--- config.mk ---
export PLATFORM = sky130hd
export DESIGN_NAME = point_window_range_query_flat
export DESIGN_NICKNAME = d
export VERILOG_FILES = /design/src/sv/pwrq_pkg.sv /design/src/sv/pwrq_req_if.sv /design/src/sv/pwrq_rsp_if.sv /design/src/sv/pwrq_ram.sv /design/src/sv/pwrq_scan.sv /design/src/sv/pwrq_out.sv /design/src/sv/point_window_range_query.sv /design/src/flat_wrapper.sv
export SDC_FILE = /design/constraint.sdc
export NUM_CORES = 2
export LEC_CHECK = 0
export BUFFER_PORTS_ARGS = -buffer_cell sky130_fd_sc_hd__buf_2
export CORE_ASPECT_RATIO = 1.4
export CORE_MARGIN = 3
export CORE_UTILIZATION = 40
export DETAILED_ROUTE_END_ITERATION = 10
export HOLD_SLACK_MARGIN = 0.08
export PLACE_DENSITY = 0.59
export SETUP_SLACK_MARGIN = 0.5
export SLEW_MARGIN = 25
export SYNTH_ARGS = -nofsm -noshare
export SYNTH_HDL_FRONTEND = slang
export SYNTH_SLANG_ARGS = --single-unit
--- constraint.sdc ---
create_clock -name clk -period 9.65 [get_ports clk]
set_input_delay 0.4825 -clock clk [delete_from_list [all_inputs] [get_ports clk]]
set_output_delay 0.4825 -clock clk [all_outputs]
set_load 0.01 [all_outputs]
--- src/sv/pwrq_pkg.sv ---
`timescale 1ns / 1ps

package pwrq_pkg;

	// table size and stored coordinate width
	localparam int MAX_POINTS = 64;
	localparam int COORD_BITS = 16;

	// fixed widths of the request and result fields
	localparam int FIELD_W   = 16;
	localparam int SIZE_W    = 15;
	localparam int OUT_IDX_W = 6;

	// derived widths
	localparam int IDX_W = $clog2(MAX_POINTS);
	localparam int CNT_W = $clog2(MAX_POINTS + 1);
	localparam int EXT_W = (COORD_BITS > FIELD_W) ? COORD_BITS : FIELD_W;
	localparam int BND_W = EXT_W + 2;

	// request commands
	typedef enum logic [1:0] {
		CMD_RESTART = 2'd0,
		CMD_INSERT  = 2'd1,
		CMD_CORNER  = 2'd2,
		CMD_CENTRE  = 2'd3
	} cmd_t;

	// one result handed from the scan sequencer to the output register
	typedef struct packed {
		logic             valid;
		logic [IDX_W-1:0] idx;
		logic             hit;
		logic             last;
	} push_t;

endpackage

--- src/sv/pwrq_req_if.sv ---
`timescale 1ns / 1ps

interface pwrq_req_if import pwrq_pkg::*; ();

	logic                     valid;
	logic                     ready;
	cmd_t                     cmd;
	logic signed [FIELD_W-1:0] px;
	logic signed [FIELD_W-1:0] py;
	logic [SIZE_W-1:0]        win_width;
	logic [SIZE_W-1:0]        win_height;

	modport source (
		output valid, cmd, px, py, win_width, win_height,
		input  ready
	);

	modport sink (
		input  valid, cmd, px, py, win_width, win_height,
		output ready
	);

endinterface

--- src/sv/pwrq_rsp_if.sv ---
`timescale 1ns / 1ps

interface pwrq_rsp_if import pwrq_pkg::*; ();

	logic                 valid;
	logic                 ready;
	logic [OUT_IDX_W-1:0] point_index;
	logic                 hit;
	logic                 last;

	modport source (
		output valid, point_index, hit, last,
		input  ready
	);

	modport sink (
		input  valid, point_index, hit, last,
		output ready
	);

endinterface

--- src/sv/pwrq_ram.sv ---
`timescale 1ns / 1ps

module pwrq_ram #(
	parameter int WIDTH = 32,
	parameter int DEPTH = 64
) (
	input  logic                     clk,
	input  logic                     we,
	input  logic [$clog2(DEPTH)-1:0] waddr,
	input  logic [WIDTH-1:0]         wdata,
	input  logic                     re,
	input  logic [$clog2(DEPTH)-1:0] raddr,
	output logic [WIDTH-1:0]         rdata
);

	logic [WIDTH-1:0] mem_q [DEPTH];

	// write port
	always_ff @(posedge clk) begin
		if (we) begin
			mem_q[waddr] <= wdata;
		end
	end

	// registered read, holds while re is low
	always_ff @(posedge clk) begin
		if (re) begin
			rdata <= mem_q[raddr];
		end
	end

endmodule

--- src/sv/pwrq_scan.sv ---
`timescale 1ns / 1ps

module pwrq_scan import pwrq_pkg::*; (
	input  logic       clk,
	input  logic       arst_n,
	pwrq_req_if.sink   req,
	output push_t      push,
	input  logic       push_ready
);

	typedef enum logic [1:0] {
		ST_IDLE,
		ST_SCAN,
		ST_FINAL
	} state_t;

	state_t                    state_q;
	logic                      is_query_q;
	logic [CNT_W-1:0]          count_q;
	logic [CNT_W-1:0]          addr_q;
	logic [CNT_W-1:0]          limit_q;
	logic [MAX_POINTS-1:0]     live_q;
	logic signed [BND_W-1:0]   x0_q, x1_q, y0_q, y1_q;
	logic                      vld_s1;
	logic [IDX_W-1:0]          idx_s1;
	logic                      pend_vld_q;
	logic [IDX_W-1:0]          pend_idx_q;

	logic                      req_fire;
	logic                      full;
	logic                      ins_fire;
	logic signed [COORD_BITS-1:0] px_c, py_c;
	logic signed [BND_W-1:0]   xc, yc, w_ext, h_ext;
	logic signed [BND_W-1:0]   qx0, qy0, qx1, qy1;
	logic                      more;
	logic [2*COORD_BITS-1:0]   rdata;
	logic signed [COORD_BITS-1:0] sx, sy;
	logic signed [BND_W-1:0]   ex, ey;
	logic                      in_win;
	logic                      hit_s1;
	logic                      stall;
	logic                      advance;
	logic                      re;

	// low COORD_BITS of the zero-extended field, read as two's complement
	function automatic logic signed [COORD_BITS-1:0] to_coord(input logic [FIELD_W-1:0] v);
		logic [EXT_W-1:0] e;
		e = EXT_W'(v);
		return e[COORD_BITS-1:0];
	endfunction

	// request side
	assign req.ready = (state_q == ST_IDLE);
	assign req_fire  = req.valid && req.ready;
	assign full      = (count_q == CNT_W'(MAX_POINTS));
	assign ins_fire  = req_fire && (req.cmd == CMD_INSERT) && !full;

	// widened window bounds
	always_comb begin
		px_c  = to_coord(req.px);
		py_c  = to_coord(req.py);
		xc    = {{(BND_W-COORD_BITS){px_c[COORD_BITS-1]}}, px_c};
		yc    = {{(BND_W-COORD_BITS){py_c[COORD_BITS-1]}}, py_c};
		w_ext = $signed({{(BND_W-SIZE_W){1'b0}}, req.win_width});
		h_ext = $signed({{(BND_W-SIZE_W){1'b0}}, req.win_height});
		if (req.cmd == CMD_CENTRE) begin
			qx0 = xc - (w_ext >>> 1);
			qy0 = yc - (h_ext >>> 1);
		end else begin
			qx0 = xc;
			qy0 = yc;
		end
		qx1 = qx0 + w_ext;
		qy1 = qy0 + h_ext;
	end

	// point table: x in the low half, y in the high half
	pwrq_ram #(
		.WIDTH (2 * COORD_BITS),
		.DEPTH (MAX_POINTS)
	) u_ram (
		.clk   (clk),
		.we    (ins_fire),
		.waddr (count_q[IDX_W-1:0]),
		.wdata ({py_c, px_c}),
		.re    (re),
		.raddr (addr_q[IDX_W-1:0]),
		.rdata (rdata)
	);

	// window test on the entry held in the read data register
	always_comb begin
		sx     = rdata[COORD_BITS-1:0];
		sy     = rdata[2*COORD_BITS-1:COORD_BITS];
		ex     = {{(BND_W-COORD_BITS){sx[COORD_BITS-1]}}, sx};
		ey     = {{(BND_W-COORD_BITS){sy[COORD_BITS-1]}}, sy};
		in_win = (ex >= x0_q) && (ex <= x1_q) && (ey >= y0_q) && (ey <= y1_q);
		hit_s1 = vld_s1 && live_q[idx_s1] && in_win;
	end

	// scan flow: hold the read stage while a pending hit cannot be handed on
	assign more    = (addr_q != limit_q);
	assign stall   = is_query_q && hit_s1 && pend_vld_q && !push_ready;
	assign advance = (state_q == ST_SCAN) && !stall;
	assign re      = advance && more;

	// results toward the output register
	always_comb begin
		push = '0;
		unique case (state_q)
			ST_SCAN: begin
				push.valid = is_query_q && hit_s1 && pend_vld_q;
				push.idx   = pend_idx_q;
				push.hit   = 1'b1;
				push.last  = 1'b0;
			end
			ST_FINAL: begin
				push.valid = 1'b1;
				push.idx   = pend_vld_q ? pend_idx_q : '0;
				push.hit   = pend_vld_q;
				push.last  = 1'b1;
			end
			default: begin
				push = '0;
			end
		endcase
	end

	// bounds; an insert uses a one-point window to find an older duplicate
	always_ff @(posedge clk) begin
		if (req_fire) begin
			if (req.cmd == CMD_INSERT) begin
				x0_q <= xc;
				x1_q <= xc;
				y0_q <= yc;
				y1_q <= yc;
			end else begin
				x0_q <= qx0;
				x1_q <= qx1;
				y0_q <= qy0;
				y1_q <= qy1;
			end
		end
	end

	// sequencer, live bits and fill count
	always_ff @(posedge clk or negedge arst_n) begin
		if (!arst_n) begin
			state_q    <= ST_IDLE;
			is_query_q <= 1'b0;
			count_q    <= '0;
			addr_q     <= '0;
			limit_q    <= '0;
			live_q     <= '0;
			vld_s1     <= 1'b0;
			idx_s1     <= '0;
			pend_vld_q <= 1'b0;
			pend_idx_q <= '0;
		end else begin
			unique case (state_q)
				ST_IDLE: begin
					if (req_fire) begin
						unique case (req.cmd)
							CMD_RESTART: begin
								live_q  <= '0;
								count_q <= '0;
							end
							CMD_INSERT: begin
								if (!full) begin
									live_q[count_q[IDX_W-1:0]] <= 1'b1;
									count_q    <= count_q + CNT_W'(1);
									addr_q     <= '0;
									limit_q    <= count_q;
									is_query_q <= 1'b0;
									vld_s1     <= 1'b0;
									state_q    <= ST_SCAN;
								end
							end
							CMD_CORNER, CMD_CENTRE: begin
								addr_q     <= '0;
								limit_q    <= count_q;
								is_query_q <= 1'b1;
								pend_vld_q <= 1'b0;
								vld_s1     <= 1'b0;
								state_q    <= ST_SCAN;
							end
						endcase
					end
				end
				ST_SCAN: begin
					if (advance) begin
						vld_s1 <= more;
						idx_s1 <= addr_q[IDX_W-1:0];
						if (more) begin
							addr_q <= addr_q + CNT_W'(1);
						end
						if (hit_s1) begin
							if (is_query_q) begin
								pend_vld_q <= 1'b1;
								pend_idx_q <= idx_s1;
							end else begin
								live_q[idx_s1] <= 1'b0;
							end
						end
						if (!more && !vld_s1) begin
							state_q <= is_query_q ? ST_FINAL : ST_IDLE;
						end
					end
				end
				ST_FINAL: begin
					if (push_ready) begin
						pend_vld_q <= 1'b0;
						state_q    <= ST_IDLE;
					end
				end
				default: begin
					state_q <= ST_IDLE;
				end
			endcase
		end
	end

endmodule

--- src/sv/pwrq_out.sv ---
`timescale 1ns / 1ps

module pwrq_out import pwrq_pkg::*; (
	input  logic       clk,
	input  logic       arst_n,
	input  push_t      push,
	output logic       push_ready,
	pwrq_rsp_if.source rsp
);

	logic             vld_q;
	logic [IDX_W-1:0] idx_q;
	logic             hit_q;
	logic             last_q;

	// register takes a result when empty or being drained this cycle
	assign push_ready = !vld_q || rsp.ready;

	always_ff @(posedge clk or negedge arst_n) begin
		if (!arst_n) begin
			vld_q <= 1'b0;
		end else if (push.valid && push_ready) begin
			vld_q <= 1'b1;
		end else if (rsp.ready) begin
			vld_q <= 1'b0;
		end
	end

	// result payload
	always_ff @(posedge clk) begin
		if (push.valid && push_ready) begin
			idx_q  <= push.idx;
			hit_q  <= push.hit;
			last_q <= push.last;
		end
	end

	assign rsp.valid       = vld_q;
	assign rsp.point_index = OUT_IDX_W'(idx_q);
	assign rsp.hit         = hit_q;
	assign rsp.last        = last_q;

endmodule

--- src/sv/point_window_range_query.sv ---
`timescale 1ns / 1ps

// Window range query over a table of up to MAX_POINTS integer points.
// req carries one request: cmd 0 restarts loading and clears the table,
// cmd 1 inserts a point (it takes the next arrival index; a live older
// point at the same position stops being live), cmd 2 and 3 query a
// window given by corner or centre plus width and height.
// rsp returns, for a query, the indices of all live points in the window
// in ascending order, the final one with last set; an empty window gives
// one result with hit low. Restarts and inserts give no result.
// An insert or a query scans the n loaded entries through the point memory
// read port, one per cycle while the scan is not stalled; a query then
// hands on its final result, which reaches rsp through the result register.
// One request is worked on at a time; req.ready is high only when idle.
// When rsp stalls, the result register holds and the scan stops at the
// next hit until a slot frees up; no result is dropped.
// Reset clears the fill count, the live bits and all handshake state at
// once; the stored coordinates need no clearing.
module point_window_range_query import pwrq_pkg::*; (
	input  logic       clk,
	input  logic       arst_n,
	pwrq_req_if.sink   req,
	pwrq_rsp_if.source rsp
);

	push_t push;
	logic  push_ready;

	// scan sequencer with point memory and live bits
	pwrq_scan u_scan (
		.clk        (clk),
		.arst_n     (arst_n),
		.req        (req),
		.push       (push),
		.push_ready (push_ready)
	);

	// result register toward rsp
	pwrq_out u_out (
		.clk        (clk),
		.arst_n     (arst_n),
		.push       (push),
		.push_ready (push_ready),
		.rsp        (rsp)
	);

endmodule
--- src/flat_wrapper.sv ---
// flat-port wrapper written by rule: the top's interface ports become plain ports
module point_window_range_query_flat import pwrq_pkg::*;
  (clk, arst_n, req_valid, req_cmd, req_px, req_py, req_win_width, req_win_height, req_ready, rsp_valid, rsp_point_index, rsp_hit, rsp_last, rsp_ready);
  pwrq_req_if req_i ();
  pwrq_rsp_if rsp_i ();
  input  logic clk;
  input  logic arst_n;
  input wire logic [$bits(req_i.valid)-1:0] req_valid;
  input wire logic [$bits(req_i.cmd)-1:0] req_cmd;
  input wire logic [$bits(req_i.px)-1:0] req_px;
  input wire logic [$bits(req_i.py)-1:0] req_py;
  input wire logic [$bits(req_i.win_width)-1:0] req_win_width;
  input wire logic [$bits(req_i.win_height)-1:0] req_win_height;
  output wire logic [$bits(req_i.ready)-1:0] req_ready;
  output wire logic [$bits(rsp_i.valid)-1:0] rsp_valid;
  output wire logic [$bits(rsp_i.point_index)-1:0] rsp_point_index;
  output wire logic [$bits(rsp_i.hit)-1:0] rsp_hit;
  output wire logic [$bits(rsp_i.last)-1:0] rsp_last;
  input wire logic [$bits(rsp_i.ready)-1:0] rsp_ready;
  assign req_i.valid = req_valid;
  assign req_i.cmd = req_cmd;
  assign req_i.px = req_px;
  assign req_i.py = req_py;
  assign req_i.win_width = req_win_width;
  assign req_i.win_height = req_win_height;
  assign req_ready = req_i.ready;
  assign rsp_valid = rsp_i.valid;
  assign rsp_point_index = rsp_i.point_index;
  assign rsp_hit = rsp_i.hit;
  assign rsp_last = rsp_i.last;
  assign rsp_i.ready = rsp_ready;
  point_window_range_query u_core (.clk(clk), .arst_n(arst_n), .req(req_i), .rsp(rsp_i));
endmodule
# After elaboration in Yosys (flattened, before gate mapping)

Memories as Yosys holds them, arrays and structs flattened. A register that Yosys moved wholly into a read port is not among the register bits.
Index checks and enable logic that the tools add are counted.

Add/subtract/negate cells: 6
Multiply operators: 0
Divide/modulo/power cells: 0
Order comparisons: 8
Equal/unequal tests: 20
Shift operators: 0
Mux-type cells: 56
Bitwise logic cells: 3
Reduce and logical (&&, ||, !) cells: 41

Operators with widths:

| cell                  | number |
|---|---|
| $mux W64              | 5 |
| $pmux W64 S2          | 2 |
| $mux W18              | 6 |
| $and A64 B64 Y64      | 1 |
| $not A64 Y64          | 1 |
| $or A64 B64 Y64       | 1 |
| $pmux W7 S2           | 4 |
| $mux W7               | 6 |
| $add A18 B16 Y18      | 2 |
| $ge A16 B18 Y1        | 2 |
| $le A16 B18 Y1        | 2 |
| $sub A16 B15 Y17      | 2 |
| $pmux W9 S2           | 1 |
| $logic_and A1 B1 Y1   | 17 |
| $mux W1               | 16 |
| $add A7 B1 Y7 const B | 2 |
| $lt A6 B7 Y1 const B  | 2 |
| $ne A2 B2 Y1 const B  | 7 |
| $reduce_and A7 Y1     | 2 |
| $demux W1 S6          | 2 |
| $ge A6 B1 Y1 const B  | 2 |
| $mux W2               | 6 |
| $reduce_and A4 Y1     | 3 |
| $reduce_and A6 Y1     | 2 |
| other kinds (21)      | 38 |

Register bits after elaboration: 183
Bits in latches: 0
Bits in writable memories: 2048
Memory bits (read-only): 0
Bits of input ports: 68
Output and inout bits: 10
Word-level logic and storage cells: 153
Memories: 1

Memory list:

| memory                    | depth | width | rd ports | clocked after memory_dff | wr ports | line           | text |
|---|---|---|---|---|---|---|---|
| u_core.u_scan.u_ram.mem_q | 64    | 32    | 1        | 1                        | 1        | pwrq_ram.sv:16 | `logic [WIDTH-1:0] mem_q [DEPTH];` |

# Logic depth before layout (Yosys ltp)

Depth after elaboration: 12
Gate-level depth with buffers: 20

# Modules after synthesis

Synthesis repeated with hierarchy kept, for this count alone.

Cell total of the unflattened synthesis: 4803
Area total of the unflattened synthesis: 92074.6 µm²

By module, submodules not included:

| module    | instances | cells each | area an instance (µm²) |
|---|---|---|---|
| pwrq_ram  | 1         | 3324       | 78840.6 |
| pwrq_scan | 1         | 1467       | 12939.9 |
| pwrq_out  | 1         | 12         | 294.0 |

# Least setup slack after synthesis

Ideal clock, no wire load.

Kind: input port to flip-flop
Start point: in req_cmd[1]
End point: reg u_core.u_scan.x1_q[16], data pin
Library setup time: 269 ps
Arrival: 3965 ps
Data required time: 9381 ps
Slack: 5416 ps
Cell stages on the path: 17
Path buffers: 4
Cells stage by stage: clkbuf_1 -> nand2_1 -> clkbuf_1 -> clkbuf_1 -> clkbuf_1 -> o21ai_0 -> ha_1 -> fa_1 -> a21o_1 -> a21oi_1 -> o21ai_0 -> a41oi_1 -> a211oi_1 -> o21a_1 -> o21a_1 -> o21ai_0 -> mux2i_1

Longest elaborated chain between the ends: 4
Elaborated cells on any way between the ends: 5
Those cells by class: 1 x add/sub; 2 x eq/ne; 2 x mux

RTL lines:

| item                 | line              | text |
|---|---|---|
| from (decl)          | flat_wrapper.sv:9 | `input wire logic [$bits(req_i.cmd)-1:0] req_cmd;` |
| $eq A2 B2 Y1         | pwrq_scan.sv:66   | `if (req.cmd == CMD_CENTRE) begin` |
| $mux W18             | pwrq_scan.sv:66   |  |
| $add A18 B16 Y18     | pwrq_scan.sv:73   | `qx1 = qx0 + w_ext;` |
| $mux W18 *           | pwrq_scan.sv:132  | `if (req.cmd == CMD_INSERT) begin` |
| to (signal assigned) | pwrq_scan.sv:139  | `x1_q <= qx1;` |
| to (decl)            | pwrq_scan.sv:23   | `logic signed [BND_W-1:0] x0_q, x1_q, y0_q, y1_q;` |

Mark *: on every way between the ends. The rest lies on a longest branch, timed or not.
A chain may end at the register's enable or synchronous reset.

# Final worst setup path

Start point: in req_py[6]
End point: reg u_core.u_scan.y1_q[15], data pin

Longest elaborated chain between the ends: 4

RTL lines:

| item                 | line               | text |
|---|---|---|
| from (decl)          | flat_wrapper.sv:11 | `input wire logic [$bits(req_i.py)-1:0] req_py;` |
| $sub A16 B15 Y17     | pwrq_scan.sv:68    | `qy0 = yc - (h_ext >>> 1);` |
| $mux W18 *           | pwrq_scan.sv:66    |  |
| $add A18 B16 Y18 *   | pwrq_scan.sv:74    | `qy1 = qy0 + h_ext;` |
| $mux W18 *           | pwrq_scan.sv:132   |  |
| to (signal assigned) | pwrq_scan.sv:136   | `y1_q <= yc;` |
| to (signal assigned) | pwrq_scan.sv:141   | `y1_q <= qy1;` |
| to (decl)            | pwrq_scan.sv:23    |  |

Marked as above.

==> flow_metrics.env <==
export IMPL_fin_nets=4880
export IMPL_power_density_mw_per_mm2=246
export IMPL_synth_top_area_share=0.706
export IMPL_cts_sinks=2261
export IMPL_crit_path_start_kind="input port"
export IMPL_std_cell_rows=207
export IMPL_synthesis_area_sq_mm=0.0918
export IMPL_netSwitchingFraction=0.270
export IMPL_final_max_slew_viol_count=0
export IMPL_ys_seq_elements=2261
export IMPL_die_area_sq_mm=0.235
export IMPL_synth_top_cells_by_area="edfxtp_1 71%, mux4_2 16%, dfrtp_1 2.8%, ha_1 1.9%, o21ai_0 0.79%"
export IMPL_portBuffers=77
export IMPL_critPathCapture="u_core.u_scan.y1_q[15]"
export IMPL_multi_input_comb_area_sq_mm=0.0235
export IMPL_cts_root_buf="clkbuf_16"
export IMPL_first_pass_iters=6
export IMPL_start_util=0.403
export IMPL_drt_iter0_drc=4762
export IMPL_layout_common_cells="2158 x edfxtp_1, 672 x mux4_2, 216 x clkbuf_16"
export IMPL_cts_buffers=211
export IMPL_grt_pass1_vias=47236
export IMPL_fin_util=0.456
export IMPL_via_per_inst=5.80
export IMPL_status="finished, final reports clean"
export IMPL_antenna_found_initial=17
export IMPL_leakage_nw=32.7
export IMPL_track_usage=0.203
export IMPL_yosysSeqAreaShare=0.734
export IMPL_reg2reg_from="u_core.u_scan.addr_q[0]"
export IMPL_wl_per_cell_um=30.4
export IMPL_timing_fmax_ghz=0.221
export IMPL_final_setup_tns_ns=0
export IMPL_hold_viol=0
export IMPL_rr_worst_depth=5
export IMPL_finalCritPeriodShare=0.468
export IMPL_place_congestion=0.841
export IMPL_place_ws_ns=4.12
export IMPL_fp_dieH_um=573
export IMPL_p_switching_mw=6.90
export IMPL_rsz0062_at_grt="no"
export IMPL_mostFrequentLayoutCell="edfxtp_1"
export IMPL_syn2layout_area_growth_pct=13.2
export IMPL_max_cap_viol_count=0
export IMPL_clk_pin_slew_ns=0.07
export IMPL_synth_edf_count=2158
export IMPL_clkLatencyLatePin_ns=0.85
export IMPL_cts_resized_gates=0
export IMPL_critical_path_startpoint="req_py[6]"
export IMPL_synth_top_area_cell="edfxtp_1"
export IMPL_grt_pass1_wl_mm=345
export IMPL_r2r_setup_slack_ns=5.43
export IMPL_ios=78
export IMPL_ant_nets=0
export IMPL_coreArea_sq_mm=0.228
export IMPL_p_comb_frac=0.226
export IMPL_relSlewSlack=0.262
export IMPL_clockBufferDepth=4
export IMPL_r2r_end="u_core.u_scan.u_ram.rdata[24]"
export IMPL_grt_max_degree=131
export IMPL_synth_ff_type="edfxtp_1"
export IMPL_layout_area_seq_sq_mm=0.0674
export IMPL_ir_drop_uv=261
export IMPL_crit_chain="buf_2, buf_4, ha_1, or4_1, o32ai_1, nor2b_1, o21a_1, nor3_1, o41ai_1, ha_1, and3_1, a21oi_1, o21ai_0, o41a_1, nand4_1, and4_1, xnor2_1, a21oi_1"
export IMPL_grt_ovfl_total=0
export IMPL_die_x_um=411
export IMPL_ys_types=78
export IMPL_dpl_hpwl_mm=137
export IMPL_synth_cells=4449
export IMPL_synth_nets=4657
export IMPL_worstPathRequired_ns=10.18
export IMPL_end_kind="flop"
export IMPL_drive_above_1_share=0.277
export IMPL_ctsHtreeMaxLevel=4
export IMPL_critPathMaxFanout=67
export IMPL_yosys_warnings=0
export IMPL_period_needed_ns=4.52
export IMPL_critPathSlowestCell="o32ai_1"
export IMPL_dr_total_vias=45668
export IMPL_drc_errors=0
export IMPL_power_share_sequential=0.441
export IMPL_clkPwrFrac=0.334
export IMPL_place_area_sq_mm=0.0968
export IMPL_fin_ws_ns=5.13
export IMPL_n_fill_cell=18824
export IMPL_intPower_mw=18.6
export IMPL_critical_path_class="in2reg"
export IMPL_avgSynthCellArea_sq_um=20.6
export IMPL_wl_mm=239
export IMPL_stdcell_area_sq_mm=0.104
export IMPL_tightest_slew_ns=1.10
export IMPL_synthArstFlopShare=0.0456
export IMPL_crit_arrival_ns=5.05
export IMPL_design_power_total_mw=25.5
export IMPL_setup_violations=0
export IMPL_cpPeakStageDelay_ns=0.57
export IMPL_finClkSkew_ns=0.0535
export IMPL_hp_class="in2reg"
export IMPL_cts_tree="done"
worst min-delay path by stage:
stage	startpoint	to	slack, ns	cells past startpoint
after floorplan	arst_n	u_core.u_out.rsp.valid	0.19	0
after global placement	arst_n	u_core.u_out.rsp.valid	0.42	1
after detailed placement	arst_n	u_core.u_scan.state_q[1]	0.42	1
after CTS	req_valid	u_core.u_scan.pend_vld_q	0.1	4
after global routing	req_py[0]	u_core.u_scan.u_ram.mem_q[35][16]	0.12	2
final	req_py[5]	u_core.u_scan.u_ram.mem_q[4][21]	0.15	1
area by class of cell:
cell class	count	share of cell area
Clock buffer	247	0.0533
Timing Repair Buffer	222	0.0157
Multi-Input combinational cell	1840	0.226
Clock inverter	131	0.0140
Antenna cell	4	0.0000964
Tap cell	3030	0.0365
Sequential cell	2261	0.649
Inverter	136	0.00492
per-stage QoR:
step / hold slack (ns) / cells
2_1_floorplan: 0.187 / 4449
6_report: 0.154 / 7871
5_1_grt: 0.119 / 7868
4_1_cts: 0.0974 / 7866
3_5_place_dp: 0.416 / 7484
3_3_place_gp: 0.417 / 7482
routing by layer:
layer  vias to the layer above  track usage  routed length, um
met3                       385       0.0223              13000
li1                      18879            -                  -
met5                         -            0                 35
met4                         6       0.0531               6180
met1                     24899        0.270              94900
met2                      1499        0.354             125000
critical path: cells and delay by family:
kind	cells	cell delay [ns]
xor+xnor	1	0.13
simple gates	6	1.40
buf+inv	2	0.41
fa+ha+maj	2	0.71
compound gates	7	1.87
synthesized netlist by cell type (all sizes together), types with 9 or more instances:
library cell and instances:
and2 20, edfxtp 2158, o21a 10, a31oi 9
nand3 21, buf 66, nor2b 14, or3 12
nand2b 27, ha 136, nor3 35, o21ai 146
inv 134, o31ai 12, xor2 24, nor2 192
clkbuf 146, o211ai 9, a21oi 135, nand4 14
nand2 109, mux2 39, mux4 672, mux2i 12
xnor2 32, a21o 15, and3 10, dfrtp 103
a211oi 32
cells by family (layout without fill, tap and decap cells):
family,Yosys count,count (layout),share of synthesized area
compound gates,440,440,0.0294
flops,2261,2261,0.734
mux,723,723,0.171
other cells,0,4,0
buf+inv,348,736,0.0151
xor+xnor,56,56,0.00535
simple gates,481,481,0.0251
fa+ha+maj,140,140,0.0194
flip-flops by register name, indices dropped and copies added (netlist names), 7 cells and up:
name,cells
u_core.u_scan.count_q,7
u_core.u_scan.live_q,64
u_core.u_scan.limit_q,7
u_core.u_scan.y0_q,17
u_core.u_scan.x1_q,18
u_core.u_scan.u_ram.mem_q,2048
u_core.u_scan.x0_q,17
u_core.u_scan.y1_q,18
u_core.u_scan.addr_q,7
u_core.u_scan.u_ram.rdata,32
repair_timing:
item	4_1_cts	5_1_grt
hold buffers	4	0
setup buffers	0	0
hold endpoints to repair	39	0
power groups by stage:
stage / Sequential, mW / Clock, mW / Combinational [mW]
after detailed placement: 11.5 / 0 / 5.83
after global placement: 11.5 / 0 / 5.78
after global routing: 11.3 / 9.05 / 6.17
after CTS: 11.2 / 8.68 / 5.85
final: 11.2 / 8.52 / 5.76
after floorplan: 11.3 / 0 / 4.02
(Power assumes the default switching activity.)
